<file path="config.mk">
export PLATFORM = sky130hd
export DESIGN_NAME = link_output_buffer_flow_control_core
export DESIGN_NICKNAME = d
export VERILOG_FILES = /design/src/lobfc_pkg.sv /design/src/lobfc_ram.sv /design/src/link_output_buffer_flow_control_core.sv
export SDC_FILE = /design/constraint.sdc
export NUM_CORES = 2
export LEC_CHECK = 0
export BUFFER_PORTS_ARGS = -buffer_cell sky130_fd_sc_hd__buf_2
export CAP_MARGIN = 20
export CORE_ASPECT_RATIO = 1.5
export CORE_MARGIN = 1.5
export CORE_UTILIZATION = 40
export CTS_CLUSTER_SIZE = 28
export DETAILED_ROUTE_END_ITERATION = 10
export PLACE_DENSITY_LB_ADDON = 0.05
export SLEW_MARGIN = 30
export SYNTH_ARGS = -nofsm -noshare
export SYNTH_HDL_FRONTEND = slang
export SYNTH_SLANG_ARGS = --single-unit
export TNS_END_PERCENT = 100
</file>
<file path="constraint.sdc">
create_clock -name i_clk -period 20.2 [get_ports i_clk]
set_input_delay 1.01 -clock i_clk [delete_from_list [all_inputs] [get_ports i_clk]]
set_output_delay 1.01 -clock i_clk [all_outputs]
set_load 0.02 [all_outputs]
</file>
<file path="src/lobfc_pkg.sv">
// types and codes of the link output buffer
`default_nettype none
package lobfc_pkg;

    localparam logic [1:0] OP_DATA  = 2'd0;
    localparam logic [1:0] OP_DONE  = 2'd1;
    localparam logic [1:0] OP_TICK  = 2'd2;
    localparam logic [1:0] OP_LIMIT = 2'd3;

    localparam logic [1:0] KIND_DATA = 2'd0;
    localparam logic [1:0] KIND_FC   = 2'd1;
    localparam logic [1:0] KIND_FREE = 2'd2;
    localparam logic [1:0] KIND_OVF  = 2'd3;

    localparam logic CFG_MAX_VL      = 1'b0;
    localparam logic CFG_QUEUE_LIMIT = 1'b1;

    typedef struct packed {
        logic [1:0]  op;
        logic [3:0]  vl;
        logic [5:0]  credit_sn;
        logic [6:0]  packet_credits;
        logic [15:0] tag;
        logic [11:0] credit_limit;
    } t_item;

    typedef struct packed {
        logic [1:0]  kind;
        logic [3:0]  out_vl;
        logic [15:0] out_tag;
        logic [5:0]  out_credit_sn;
        logic [6:0]  out_packet_credits;
        logic [11:0] fc_limit;
        logic [11:0] fc_blocks_sent;
        logic        last;
    } t_result;

    typedef struct packed {
        logic [3:0]  vl;
        logic [5:0]  credit_sn;
        logic [6:0]  packet_credits;
        logic [15:0] tag;
    } t_entry;

    typedef struct packed {
        logic [11:0] limit;
        logic [11:0] blocks;
        logic [11:0] last_sent;
    } t_lane;

endpackage
`default_nettype wire

</file>
<file path="src/lobfc_ram.sv">
// generic simple dual port ram with registered read
`default_nettype none
module lobfc_ram #(
    parameter int WIDTH = 8,
    parameter int DEPTH = 16
) (
    input  wire                             i_clk,
    input  wire                             i_we,
    input  wire  [$clog2(DEPTH)-1:0]        i_waddr,
    input  wire  [WIDTH-1:0]                i_wdata,
    input  wire  [$clog2(DEPTH)-1:0]        i_raddr,
    output logic [WIDTH-1:0]                o_rdata
);
    logic [WIDTH-1:0] r_mem [DEPTH];

    always_ff @(posedge i_clk) begin
        if (i_we) begin
            r_mem[i_waddr] <= i_wdata;
        end
        o_rdata <= r_mem[i_raddr];
    end
endmodule
`default_nettype wire

</file>
<file path="src/link_output_buffer_flow_control_core.sv">
// link output buffer with credit queue and per-lane flow control
// a data credit on an idle link is sent through S_SEND; an overflow is reported from idle
// link done: the scan of lanes sends a flow-control packet, else a queued credit is popped
// and sent, else a lone free notice goes out; a pending free notice precedes the send
// one transaction at a time
// reset: synchronous active low, clears control state and lane valid flags; no clearing pass
`default_nettype none
module link_output_buffer_flow_control_core #(
    parameter int QUEUE_DEPTH = 32,
    parameter int NUM_LANES   = 16
) (
    input  wire                  i_clk,
    input  wire                  i_rst_n,
    input  wire                  i_start,
    input  wire  lobfc_pkg::t_item   i_item,
    output logic                 o_busy,
    output logic                 o_strobe,
    output lobfc_pkg::t_result   o_result,
    input  wire                  i_cfg_we,
    input  wire                  i_cfg_addr,
    input  wire  [5:0]           i_cfg_wdata
);
    import lobfc_pkg::*;

    localparam int LW = (NUM_LANES > 1) ? $clog2(NUM_LANES) : 1;
    localparam int SW = LW + 1;
    localparam int QW = $clog2(QUEUE_DEPTH);
    localparam int CW = $clog2(QUEUE_DEPTH + 1);
    localparam int EW = $bits(t_entry);
    localparam int LNW = $bits(t_lane);

    typedef enum logic [2:0] {
        S_IDLE, S_LIMIT, S_SCAN, S_POP, S_SEND, S_EMIT2
    } t_state;

    t_state        r_state;
    t_entry        r_ent;
    logic          r_is_pop;
    logic [11:0]   r_limit_in;
    logic [QW-1:0] r_head;
    logic [QW-1:0] r_tail;
    logic [CW-1:0] r_count;
    logic          r_link_busy;
    logic          r_inside;
    logic          r_lpwd;
    logic [SW-1:0] r_scan;
    logic          r_mtp;
    logic          r_pend_free;
    logic          r_lsv  [NUM_LANES];
    logic          r_init [NUM_LANES];
    logic [3:0]    r_max_vl;
    logic [5:0]    r_qlim;
    t_result       r_out;
    logic          r_out_valid;
    t_result       r_hold;
    logic [LW-1:0] r_lane_ra;
    logic          r_lane_ok;

    // ram ports
    logic          lane_we;
    logic [LW-1:0] lane_wa;
    t_lane         lane_wd;
    logic [LW-1:0] lane_ra;
    logic          lane_ra_ok;
    logic [LNW-1:0] lane_rd;
    logic          q_we;
    t_entry        q_wd;
    logic [EW-1:0] q_rd;

    logic          w_accept;
    logic [3:0]    w_top;
    logic          w_full;
    logic          w_fc_ok;
    t_lane         w_lane;
    logic          w_due;
    logic          w_scan_top;
    logic          w_scan_more;
    logic [SW-1:0] w_scan_nx;
    t_entry        w_in_ent;
    t_entry        w_pop;
    t_result       w_res_credit;
    t_result       w_res_fc;

    function automatic logic lane_in_range(input logic [4:0] v);
        return v < 5'(NUM_LANES);
    endfunction

    function automatic t_result mk_credit(input logic [1:0] k, input t_entry e);
        t_result r;
        r = '0;
        r.kind = k;
        r.out_vl = e.vl;
        r.out_tag = e.tag;
        r.out_credit_sn = e.credit_sn;
        r.out_packet_credits = e.packet_credits;
        r.last = 1'b1;
        return r;
    endfunction

    function automatic t_result mk_free(input logic l);
        t_result r;
        r = '0;
        r.kind = KIND_FREE;
        r.last = l;
        return r;
    endfunction

    assign w_accept = i_start && (r_state == S_IDLE);
    assign w_top = (r_max_vl > 4'(NUM_LANES - 1)) ? 4'(NUM_LANES - 1) : r_max_vl;
    // effective limit is queue_limit capped at the queue depth
    assign w_full = (32'(r_count) >= ((32'(r_qlim) > QUEUE_DEPTH) ? QUEUE_DEPTH
                                                                   : 32'(r_qlim)));
    assign w_fc_ok = !r_inside && (r_mtp || (r_count == '0))
                     && (5'(r_scan) <= 5'(w_top));
    // a lane entry never written since reset reads as zero
    assign w_lane = (r_lane_ok && r_init[r_lane_ra]) ? t_lane'(lane_rd) : '0;
    assign w_due = !r_lsv[r_lane_ra] || (w_lane.last_sent != w_lane.blocks);
    assign w_scan_nx = SW'(r_scan + 1'b1);
    assign w_scan_top = (5'(r_scan) == 5'(w_top));
    assign w_scan_more = !w_due && (5'(w_scan_nx) <= 5'(w_top));
    assign w_pop = t_entry'(q_rd);

    always_comb begin
        w_in_ent.vl = i_item.vl;
        w_in_ent.credit_sn = i_item.credit_sn;
        w_in_ent.packet_credits = i_item.packet_credits;
        w_in_ent.tag = i_item.tag;
    end

    // a sent credit or flow-control packet is always the final result
    always_comb begin
        w_res_credit = mk_credit(KIND_DATA, r_ent);
        w_res_fc = '0;
        w_res_fc.kind = KIND_FC;
        w_res_fc.out_vl = 4'(r_scan);
        w_res_fc.fc_limit = w_lane.limit;
        w_res_fc.fc_blocks_sent = w_lane.blocks;
        w_res_fc.last = 1'b1;
    end

    // lane ram read address follows the step that needs the data next cycle
    always_comb begin
        case (r_state)
            S_IDLE: begin
                if (i_item.op == OP_DONE) begin
                    lane_ra = r_scan[LW-1:0];
                    lane_ra_ok = lane_in_range(5'(r_scan));
                end else begin
                    lane_ra = i_item.vl[LW-1:0];
                    lane_ra_ok = lane_in_range({1'b0, i_item.vl});
                end
            end
            S_SCAN: begin
                lane_ra = w_scan_nx[LW-1:0];
                lane_ra_ok = lane_in_range(5'(w_scan_nx));
            end
            S_POP: begin
                lane_ra = w_pop.vl[LW-1:0];
                lane_ra_ok = lane_in_range({1'b0, w_pop.vl});
            end
            default: begin
                lane_ra = r_lane_ra;
                lane_ra_ok = 1'b0;
            end
        endcase
    end

    // lane ram write: read-modify-write of the entry fetched the cycle before
    always_comb begin
        lane_we = 1'b0;
        lane_wa = r_lane_ra;
        lane_wd = w_lane;
        case (r_state)
            S_LIMIT: begin
                lane_we = r_lane_ok;
                lane_wd.limit = r_limit_in;
            end
            S_SCAN: begin
                lane_we = w_due;
                lane_wd.last_sent = w_lane.blocks;
            end
            S_SEND: begin
                lane_we = r_lane_ok;
                lane_wd.blocks = w_lane.blocks + 12'd1;
            end
            default: lane_we = 1'b0;
        endcase
    end

    assign q_we = w_accept && (i_item.op == OP_DATA) && r_link_busy && !w_full;
    assign q_wd = w_in_ent;

    lobfc_ram #(.WIDTH(LNW), .DEPTH(NUM_LANES)) u_lane_ram (
        .i_clk   (i_clk),
        .i_we    (lane_we),
        .i_waddr (lane_wa),
        .i_wdata (lane_wd),
        .i_raddr (lane_ra),
        .o_rdata (lane_rd)
    );

    lobfc_ram #(.WIDTH(EW), .DEPTH(QUEUE_DEPTH)) u_queue_ram (
        .i_clk   (i_clk),
        .i_we    (q_we),
        .i_waddr (r_tail),
        .i_wdata (q_wd),
        .i_raddr (r_head),
        .o_rdata (q_rd)
    );

    always_ff @(posedge i_clk) begin
        r_lane_ra <= lane_ra;
        if (!i_rst_n) begin
            r_state <= S_IDLE;
            r_out_valid <= 1'b0;
            r_head <= '0;
            r_tail <= '0;
            r_count <= '0;
            r_link_busy <= 1'b0;
            r_inside <= 1'b0;
            r_lpwd <= 1'b0;
            r_scan <= '0;
            r_mtp <= 1'b0;
            r_pend_free <= 1'b0;
            r_is_pop <= 1'b0;
            r_lane_ok <= 1'b0;
            r_max_vl <= 4'd7;
            r_qlim <= 6'd32;
            for (int i = 0; i < NUM_LANES; i++) begin
                r_lsv[i] <= 1'b0;
                r_init[i] <= 1'b0;
            end
        end else begin
            r_lane_ok <= lane_ra_ok;
            if (lane_we) begin
                r_init[lane_wa] <= 1'b1;
            end
            if (i_cfg_we) begin
                case (i_cfg_addr)
                    CFG_MAX_VL:      r_max_vl <= i_cfg_wdata[3:0];
                    CFG_QUEUE_LIMIT: r_qlim <= i_cfg_wdata;
                    default:         r_qlim <= r_qlim;
                endcase
            end
            case (r_state)
                S_IDLE: begin
                    if (w_accept) begin
                        case (i_item.op)
                            OP_DATA: begin
                                r_pend_free <= 1'b0;
                                r_ent <= w_in_ent;
                                r_is_pop <= 1'b0;
                                if (!r_link_busy) begin
                                    r_out_valid <= 1'b0;
                                    r_state <= S_SEND;
                                end else if (w_full) begin
                                    // dropped, state unchanged
                                    r_out <= mk_credit(KIND_OVF, w_in_ent);
                                    r_out_valid <= 1'b1;
                                end else begin
                                    r_out_valid <= 1'b0;
                                    r_tail <= (32'(r_tail) == QUEUE_DEPTH - 1) ? '0
                                                                              : QW'(r_tail + 1'b1);
                                    r_count <= CW'(r_count + 1'b1);
                                end
                            end
                            OP_DONE: begin
                                r_link_busy <= 1'b0;
                                r_pend_free <= r_lpwd;
                                if (w_fc_ok) begin
                                    r_out_valid <= 1'b0;
                                    r_state <= S_SCAN;
                                end else if (r_count != '0) begin
                                    r_out_valid <= 1'b0;
                                    r_state <= S_POP;
                                end else begin
                                    r_lpwd <= 1'b0;
                                    r_out_valid <= r_lpwd;
                                    if (r_lpwd) begin
                                        r_out <= mk_free(1'b1);
                                    end
                                end
                            end
                            OP_TICK: begin
                                r_out_valid <= 1'b0;
                                r_scan <= '0;
                                r_mtp <= 1'b1;
                                r_link_busy <= 1'b1;
                            end
                            OP_LIMIT: begin
                                r_out_valid <= 1'b0;
                                r_limit_in <= i_item.credit_limit;
                                if (lane_in_range({1'b0, i_item.vl})) begin
                                    r_state <= S_LIMIT;
                                end
                            end
                            default: begin
                                r_out_valid <= 1'b0;
                                r_state <= S_IDLE;
                            end
                        endcase
                    end else begin
                        r_out_valid <= 1'b0;
                    end
                end
                S_LIMIT: begin
                    r_out_valid <= 1'b0;
                    r_state <= S_IDLE;
                end
                S_SCAN: begin
                    if (w_scan_top) begin
                        r_mtp <= 1'b0;
                    end
                    r_scan <= w_scan_nx;
                    if (w_due) begin
                        r_lsv[r_lane_ra] <= 1'b1;
                        r_link_busy <= 1'b1;
                        r_lpwd <= 1'b0;
                        r_out_valid <= 1'b1;
                        if (r_pend_free) begin
                            r_out <= mk_free(1'b0);
                            r_hold <= w_res_fc;
                            r_state <= S_EMIT2;
                        end else begin
                            r_out <= w_res_fc;
                            r_state <= S_IDLE;
                        end
                    end else if (!w_scan_more) begin
                        if (r_count != '0) begin
                            r_out_valid <= 1'b0;
                            r_state <= S_POP;
                        end else begin
                            r_lpwd <= 1'b0;
                            r_state <= S_IDLE;
                            r_out_valid <= r_pend_free;
                            if (r_pend_free) begin
                                r_out <= mk_free(1'b1);
                            end
                        end
                    end else begin
                        r_out_valid <= 1'b0;
                    end
                end
                S_POP: begin
                    r_out_valid <= 1'b0;
                    r_ent <= w_pop;
                    r_is_pop <= 1'b1;
                    r_head <= (32'(r_head) == QUEUE_DEPTH - 1) ? '0 : QW'(r_head + 1'b1);
                    r_count <= CW'(r_count - 1'b1);
                    r_state <= S_SEND;
                end
                S_SEND: begin
                    r_link_busy <= 1'b1;
                    if ((r_ent.credit_sn == 6'd0) && (r_ent.packet_credits > 7'd1)) begin
                        r_inside <= 1'b1;
                    end else if ((7'(r_ent.credit_sn) + 7'd1) == r_ent.packet_credits) begin
                        r_inside <= 1'b0;
                    end
                    if (r_is_pop) begin
                        r_lpwd <= 1'b1;
                    end
                    r_out_valid <= 1'b1;
                    if (r_pend_free) begin
                        r_out <= mk_free(1'b0);
                        r_hold <= w_res_credit;
                        r_state <= S_EMIT2;
                    end else begin
                        r_out <= w_res_credit;
                        r_state <= S_IDLE;
                    end
                end
                S_EMIT2: begin
                    r_out <= r_hold;
                    r_out_valid <= 1'b1;
                    r_state <= S_IDLE;
                end
                default: begin
                    r_out_valid <= 1'b0;
                    r_state <= S_IDLE;
                end
            endcase
        end
    end

    assign o_busy = (r_state != S_IDLE);
    assign o_strobe = r_out_valid;
    assign o_result = r_out;
endmodule
`default_nettype wire

</file>
; Word-level counts from Yosys, hierarchy flattened
; Memory sizes are Yosys's and may differ from the RTL's. A register that Yosys moved wholly into a read port is not among the register bits.
; Index checks and enable logic that the tools add are counted.
[word_totals]
regBits = 211
latchBits = 0
ramBits = 1664
rom_bits = 0
input_bits = 58
mem_count = 4
[op_classes]
addsub = 7
multipliers = 0
n_div = 0
magnitude_cmp = 8
n_eq_ne = 38
shift = 0
n_mux = 101
bitwise_logic = 2
n_reduce_logical = 49
[mem_list]
columns = memory, depth, word_bits, rd, rd_ports_with_merged_regs, write_ports, line
row1 = u_queue_ram.r_mem, 32, 33, 1, 1, 1, lobfc_ram.sv:14  ; logic [WIDTH-1:0] r_mem [DEPTH];
row2 = u_lane_ram.r_mem, 16, 36, 1, 1, 1, lobfc_ram.sv:14
row3 = r_init, 16, 1, 1, 1, 16, link_output_buffer_flow_control_core.sv:50  ; logic r_init [NUM_LANES];
row4 = r_lsv, 16, 1, 1, 1, 16, link_output_buffer_flow_control_core.sv:49  ; logic r_lsv [NUM_LANES];
[ops]
columns = op, n
row1 = 60-bit 2-to-1 mux, 15
row2 = 60-bit one-hot mux with 2 select lines, 2
row3 = 60-bit one-hot mux with 4 select lines, 1
row4 = 33-bit 2-to-1 mux, 2
row5 = 33-bit one-hot mux with 2 select lines, 1
row6 = 1-bit 2-to-1 mux, 40
row7 = 12-bit 2-to-1 mux, 3
row8 = 36-bit 2-to-1 mux, 1
row9 = 6-bit 2-to-1 mux, 5
row10 = "3-bit inequality test, second input constant", 9
row11 = 3-bit 2-to-1 mux, 7
row12 = 5-bit 2-to-1 mux, 4
row13 = 5-bit AND reduction, 4
row14 = "2-bit inequality test, second input constant", 9
row15 = 4-bit 2-to-1 mux, 4
row16 = 4-bit AND reduction, 4
row17 = "5-bit by 1-bit adder with 5-bit output, second input constant", 3
row18 = 1-bit one-hot mux with 3 select lines, 5
row19 = "12-bit by 1-bit adder with 12-bit output, second input constant", 1
row20 = 6-bit logical NOT, 2
row21 = 12-bit inequality test, 1
row22 = 3-bit one-hot mux with 4 select lines, 1
row23 = 4-bit one-hot mux with 3 select lines, 1
row24 = 6-bit one-hot mux with 2 select lines, 1
row25 = 41 further kinds, 79

; Depth between registers and ports, before layout
[logic_depth]
word_depth = 10
mapped_depth = 14
depth_no_buf = 10

; Cells and area by module
; From an unflattened synthesis, not the netlist that was laid out.
[unflattened]
cells_unflattened = 4465
area_unflattened_um2 = 76339.5
[modules_own_cells]
columns = mod, instances, cells_per_inst, area_each_um2
row1 = lobfc_ram at u_queue_ram, 1, 2332, 41813.9
row2 = lobfc_ram at u_lane_ram, 1, 938, 22318.9
row3 = link_output_buffer_flow_control_core, 1, 1195, 12206.7

; Worst setup path after synthesis
; No wires, ideal clock.
[synth_timing]
path_type = input port to flip-flop
from = input port i_item[46] (netlist bit)
to = register r_out (netlist bit o_result[0]), enable pin
setup_ns = 0.798
arrival_ns = 11.237
required_ns = 19.402
setup_slack_ns = 8.165
cell_stages = 8
cell_sequence = inv_1 -> ha_1 -> buf_2 -> buf_1 -> nand2_1 -> o21ai_0 -> a41oi_1 -> a2111oi_0
[synth_between]
elab_chain_len = 3
word_cells_on_any_way = 9
classes_between = eq/ne: 7 / reduce/logical: 2
[synth_rtl]
columns = item, line
row1 = start: declaration, link_output_buffer_flow_control_core.sv:15  ; input wire lobfc_pkg::t_item i_item,
row2 = 2-bit by 1-bit equality test with 1-bit output or 2-bit logical NOT (tied branches), link_output_buffer_flow_control_core.sv:248  ; case (i_item.op)
row3 = 3-bit inequality test (no source line) or 3-bit by 1-bit inequality test with 1-bit output (tied branches), -
row4 = 12-bit AND reduction (no source line) *, -
row5 = end signal: assignment, link_output_buffer_flow_control_core.sv:258  ; r_out <= mk_credit(KIND_OVF, w_in_ent);
row6 = end signal: assignment, link_output_buffer_flow_control_core.sv:280  ; r_out <= mk_free(1'b1);
row7 = end signal: assignment, link_output_buffer_flow_control_core.sv:321  ; r_out <= mk_free(1'b0);
row8 = end: declaration, link_output_buffer_flow_control_core.sv:53  ; t_result r_out;
; Mark *: on every way between the ends. The rest lies on a longest branch, timed or not.
; A chain may end at the register's enable or synchronous reset.

; Worst setup path after layout
[layout_timing]
from = register r_state[1]
to = register u_lane_ram.o_rdata[8], read port of u_lane_ram.r_mem
[layout_between]
elab_chain_len = 2
word_cells_on_any_way = 4
classes_between = eq/ne: 2 / mux: 1 / reduce/logical: 1
[layout_rtl]
columns = item, line
row1 = start: declaration, link_output_buffer_flow_control_core.sv:36  ; t_state r_state;
row2 = start signal: assignment, link_output_buffer_flow_control_core.sv:214  ; r_state <= S_IDLE;
row3 = start signal: assignment, link_output_buffer_flow_control_core.sv:255  ; r_state <= S_SEND;
row4 = start signal: assignment, link_output_buffer_flow_control_core.sv:272  ; r_state <= S_SCAN;
row5 = 3-bit by 2-bit equality test with 1-bit output or 3-bit logical NOT (tied branches), link_output_buffer_flow_control_core.sv:143  ; case (r_state)
row6 = 4-bit one-hot mux with 3 select lines *, link_output_buffer_flow_control_core.sv:143
row7 = end: declaration, lobfc_ram.sv:12  ; output logic [WIDTH-1:0] o_rdata
; Marks and branches as above.

==> results.json <==
{
  "grt_pass1_vias": 41800,
  "drt_iter0_markers": 3383,
  "syn2layout_area_growth_pct": 13.3,
  "die_area_um2": 192000,
  "finalInstanceArea_um2": 85800,
  "cp-start-kind": "flop",
  "vias_per_cell": 5.60,
  "synth_cells": 4533,
  "fin_crit_sh_pct": 23.8,
  "fp.dieW_um": 358,
  "place_area_um2": 79800,
  "insertion_delay_ps": 850,
  "synth_fp_nets": 4625,
  "antenna_found_initial": 13,
  "fmaxAchievable_ghz": 0.208,
  "cts_resized": 0,
  "clk_pin_slew_ps": 60,
  "rrSetupSlack_ps": 15390,
  "worstReg2RegStart": "r_state[1]",
  "cts_buffer_depth": 4,
  "power.leakage_nw": 28.0,
  "ys_warn_count": 0,
  "start_util_pct": 40.3,
  "rsz0062_at_grt": "no",
  "fin_skew_ps": 69.0,
  "ioPinCount": 120,
  "hp-class": "input pin to flop",
  "dp_slack_ps": 14920,
  "core_um2": 188000,
  "crit_start": "r_state[1]",
  "outcome": "complete, no violations",
  "timing.slew.headroom_pct": 31.3,
  "rows": 195,
  "slew_violations": 0,
  "worst_setup_path_end_kind": "flop",
  "grt_usage_pct": 23.2,
  "r2r_cells": 12,
  "yosysSeqAreaShare_pct": 75.0,
  "via_count": 41000,
  "finalSetupTns_ps": 0,
  "cp.required_ps": 20900,
  "synth.avg_cell_area_um2": 16.7,
  "yosysUniqueCellTypes": 66,
  "cts.sinks": 1942,
  "hold_viol_final": 0,
  "gp_congestion": 0.768,
  "wirelength_um": 223000,
  "synth_ff_type": "edfxtp_1",
  "timing.hold.ws_ps": 361,
  "final-setup-viol-count": 0,
  "drv_cap": 0,
  "cts_setup_buffers": 0,
  "drtAntennaViolNets": 0,
  "grt_pass1_wl_um": 314000,
  "synth_edf_count": 1795,
  "tightest_slew_ps": 1030,
  "final_nets": 4792,
  "cts_max_level": 4,
  "port_buffers": 119,
  "worst-setup-path-type": "flop to flop",
  "cts_buffers": 195,
  "n_fill_cell": 16500,
  "hpwl_um": 117000,
  "p_per_area_nw_per_um2": 100,
  "crit_fanout": 145,
  "cts-root-buf": "clkbuf_16",
  "synthArstFlopShare_pct": 0,
  "drive_above_1_share_pct": 20.0,
  "fp.dieH_um": 536,
  "grt_start_max_net_pins": 196,
  "irDropWorstVdd_mv": 0.0633,
  "drc": 0,
  "postCtsHoldBufs": 0,
  "synth_area_um2": 75700,
  "cts_tree": "yes",
  "cp-endpoint": "u_lane_ram.o_rdata[8]",
  "synth.ff_latch_count": 1942,
  "cp_data_arrival_time_ps": 5510,
  "reg2reg_to": "u_lane_ram.o_rdata[8]",
  "avgRoutedWirePerCell_um": 30.4,
  "detail_route.first_pass.iterations": 7,
  "overflow": 0,
  "fin_ws_ps": 15390,
  "finalCriticalPeriod_ps": 4810,
  "power_mw": 8.60
}
per-layer routing:
metal	global-route usage [%]	part of all wire, %	vias up
li1	-	-	17900
met1	28.6	39	21700
met2	41.9	53	1065
met3	3.14	4.2	355
met4	7.44	3.1	10
met5	0	0.030	-
synth_stat cells (5+ instances only):
master    number  area, µm²
dfxtp_1      147       2940
o21a_1        21        158
buf_1         40        150
nand2b_1       5       31.3
a31oi_1        6       37.5
a222oi_1      13        130
and2_1        30        188
xor2_1        15        131
clkbuf_1     180        676
a22o_1        26        228
edfxtp_1    1795      53900
a21o_1         5       37.5
nor2b_1       13       81.3
a21oi_1       71        355
buf_2         50        250
nand3b_1       5       37.5
mux2i_1       11        110
nand2_1      839       3150
a22oi_1       20        150
ha_1          33        413
nand3_1      458       2290
nor3_1        14       70.1
nor2_1        58        218
o31ai_1       18        135
mux4_2       337       7590
and3_1        65        407
o21ai_0       41        205
nand4_1       44        275
nor3b_1        6       45.0
mux2_2        35        394
xnor2_1       26        228
inv_1         40        150
layout by cell type, fill, tap and decap left out, types with 20 or more instances in the layout:
| cell | count |
|---|---|
| edfxtp_1 | 1795 |
| nand2_1 | 839 |
| nand3_1 | 457 |
| mux4_2 | 337 |
| clkbuf_16 | 198 |
| dfxtp_1 | 142 |
| buf_2 | 119 |
| buf_4 | 107 |
| clkbuf_1 | 60 |
| nor2_1 | 46 |
| nand4_1 | 44 |
| a21oi_1 | 44 |
| o21ai_0 | 41 |
| clkinv_1 | 40 |
| inv_1 | 38 |
| mux2_2 | 35 |
| and3_1 | 33 |
| ha_1 | 33 |
| clkinv_2 | 32 |
| and2_1 | 29 |
| xnor2_1 | 26 |
| a22o_1 | 26 |
| and3_2 | 24 |
| o21a_1 | 21 |
| a22oi_1 | 20 |
area by class of cell:
class | count | area, µm² | area share, %
sequential | 1942 | 56900 | 66.3
multi-input combinational | 2273 | 18000 | 21.0
clock buffer | 266 | 5290 | 6.17
tap | 2462 | 3080 | 3.59
timing repair buffer | 245 | 1750 | 2.04
clock inverter | 84 | 583 | 0.680
inverter | 43 | 171 | 0.200
antenna | 5 | 12.5 | 0.0146
kinds of logic (layout without fill, tap and decap cells):
group / Yosys count / after routing / synth area share (%)
mux: 383 / 383 / 10.7
flops: 1942 / 1942 / 75.0
compound gates: 256 / 256 / 2.31
other cells: 0 / 5 / 0
fa+ha+maj: 34 / 34 / 0.572
simple gates: 1559 / 1559 / 9.21
xor+xnor: 41 / 41 / 0.474
buf+inv: 318 / 638 / 1.70
flip-flops by register name, summed over array words and instances, names as in the netlist, 3 cells and up:
register and flops:
r_scan 5, o_result 60, u_lane_ram.r_mem 576, u_lane_ram.o_rdata 36, r_tail 5, r_head 5, r_limit_in 12, r_hold 58
r_lsv 16, u_queue_ram.r_mem 1056, r_ent 33, u_queue_ram.o_rdata 33, r_count 6, r_max_vl 4, r_state 3, r_init 16
r_qlim 6, lane_wa 4
worst max-delay path, cell delays in order, from the launching register on:
cell and delay (ps):
dfxtp_1 590, nand3b_1 220, buf_4 600, nor2_1 100, a21oi_1 250, o221ai_4 160, buf_12 300, inv_4 450
buf_4 640, buf_4 740, nand3_1 180, nand3_1 140, nand4_1 90
stage by stage:
stage,std cells,util [%]
floorplan,4533,-
global placement,6954,42.3
detailed placement,6962,42.4
CTS,7312,45.5
global route,7317,45.6
finish,7320,45.6
power by group:
part | switching [mW] | internal (mW)
Sequential | 0.0673 | 4.48
Combinational | 0.455 | 0.166
Clock | 1.52 | 1.92
Total | 2.04 | 6.56
how the worst min path moves through the flow:
stage | from | to | cells past startpoint
final | i_item[7] | r_limit_in[7] | 1
after global placement | r_lsv[9] | r_lsv[9] | 2
after floorplan | r_lsv[10] | r_lsv[10] | 2
after global routing | i_item[1] | r_limit_in[1] | 1
after CTS | i_item[1] | r_limit_in[1] | 1
after detailed placement | r_lsv[3] | r_lsv[3] | 2
Power figures use the tool's default switching activity.
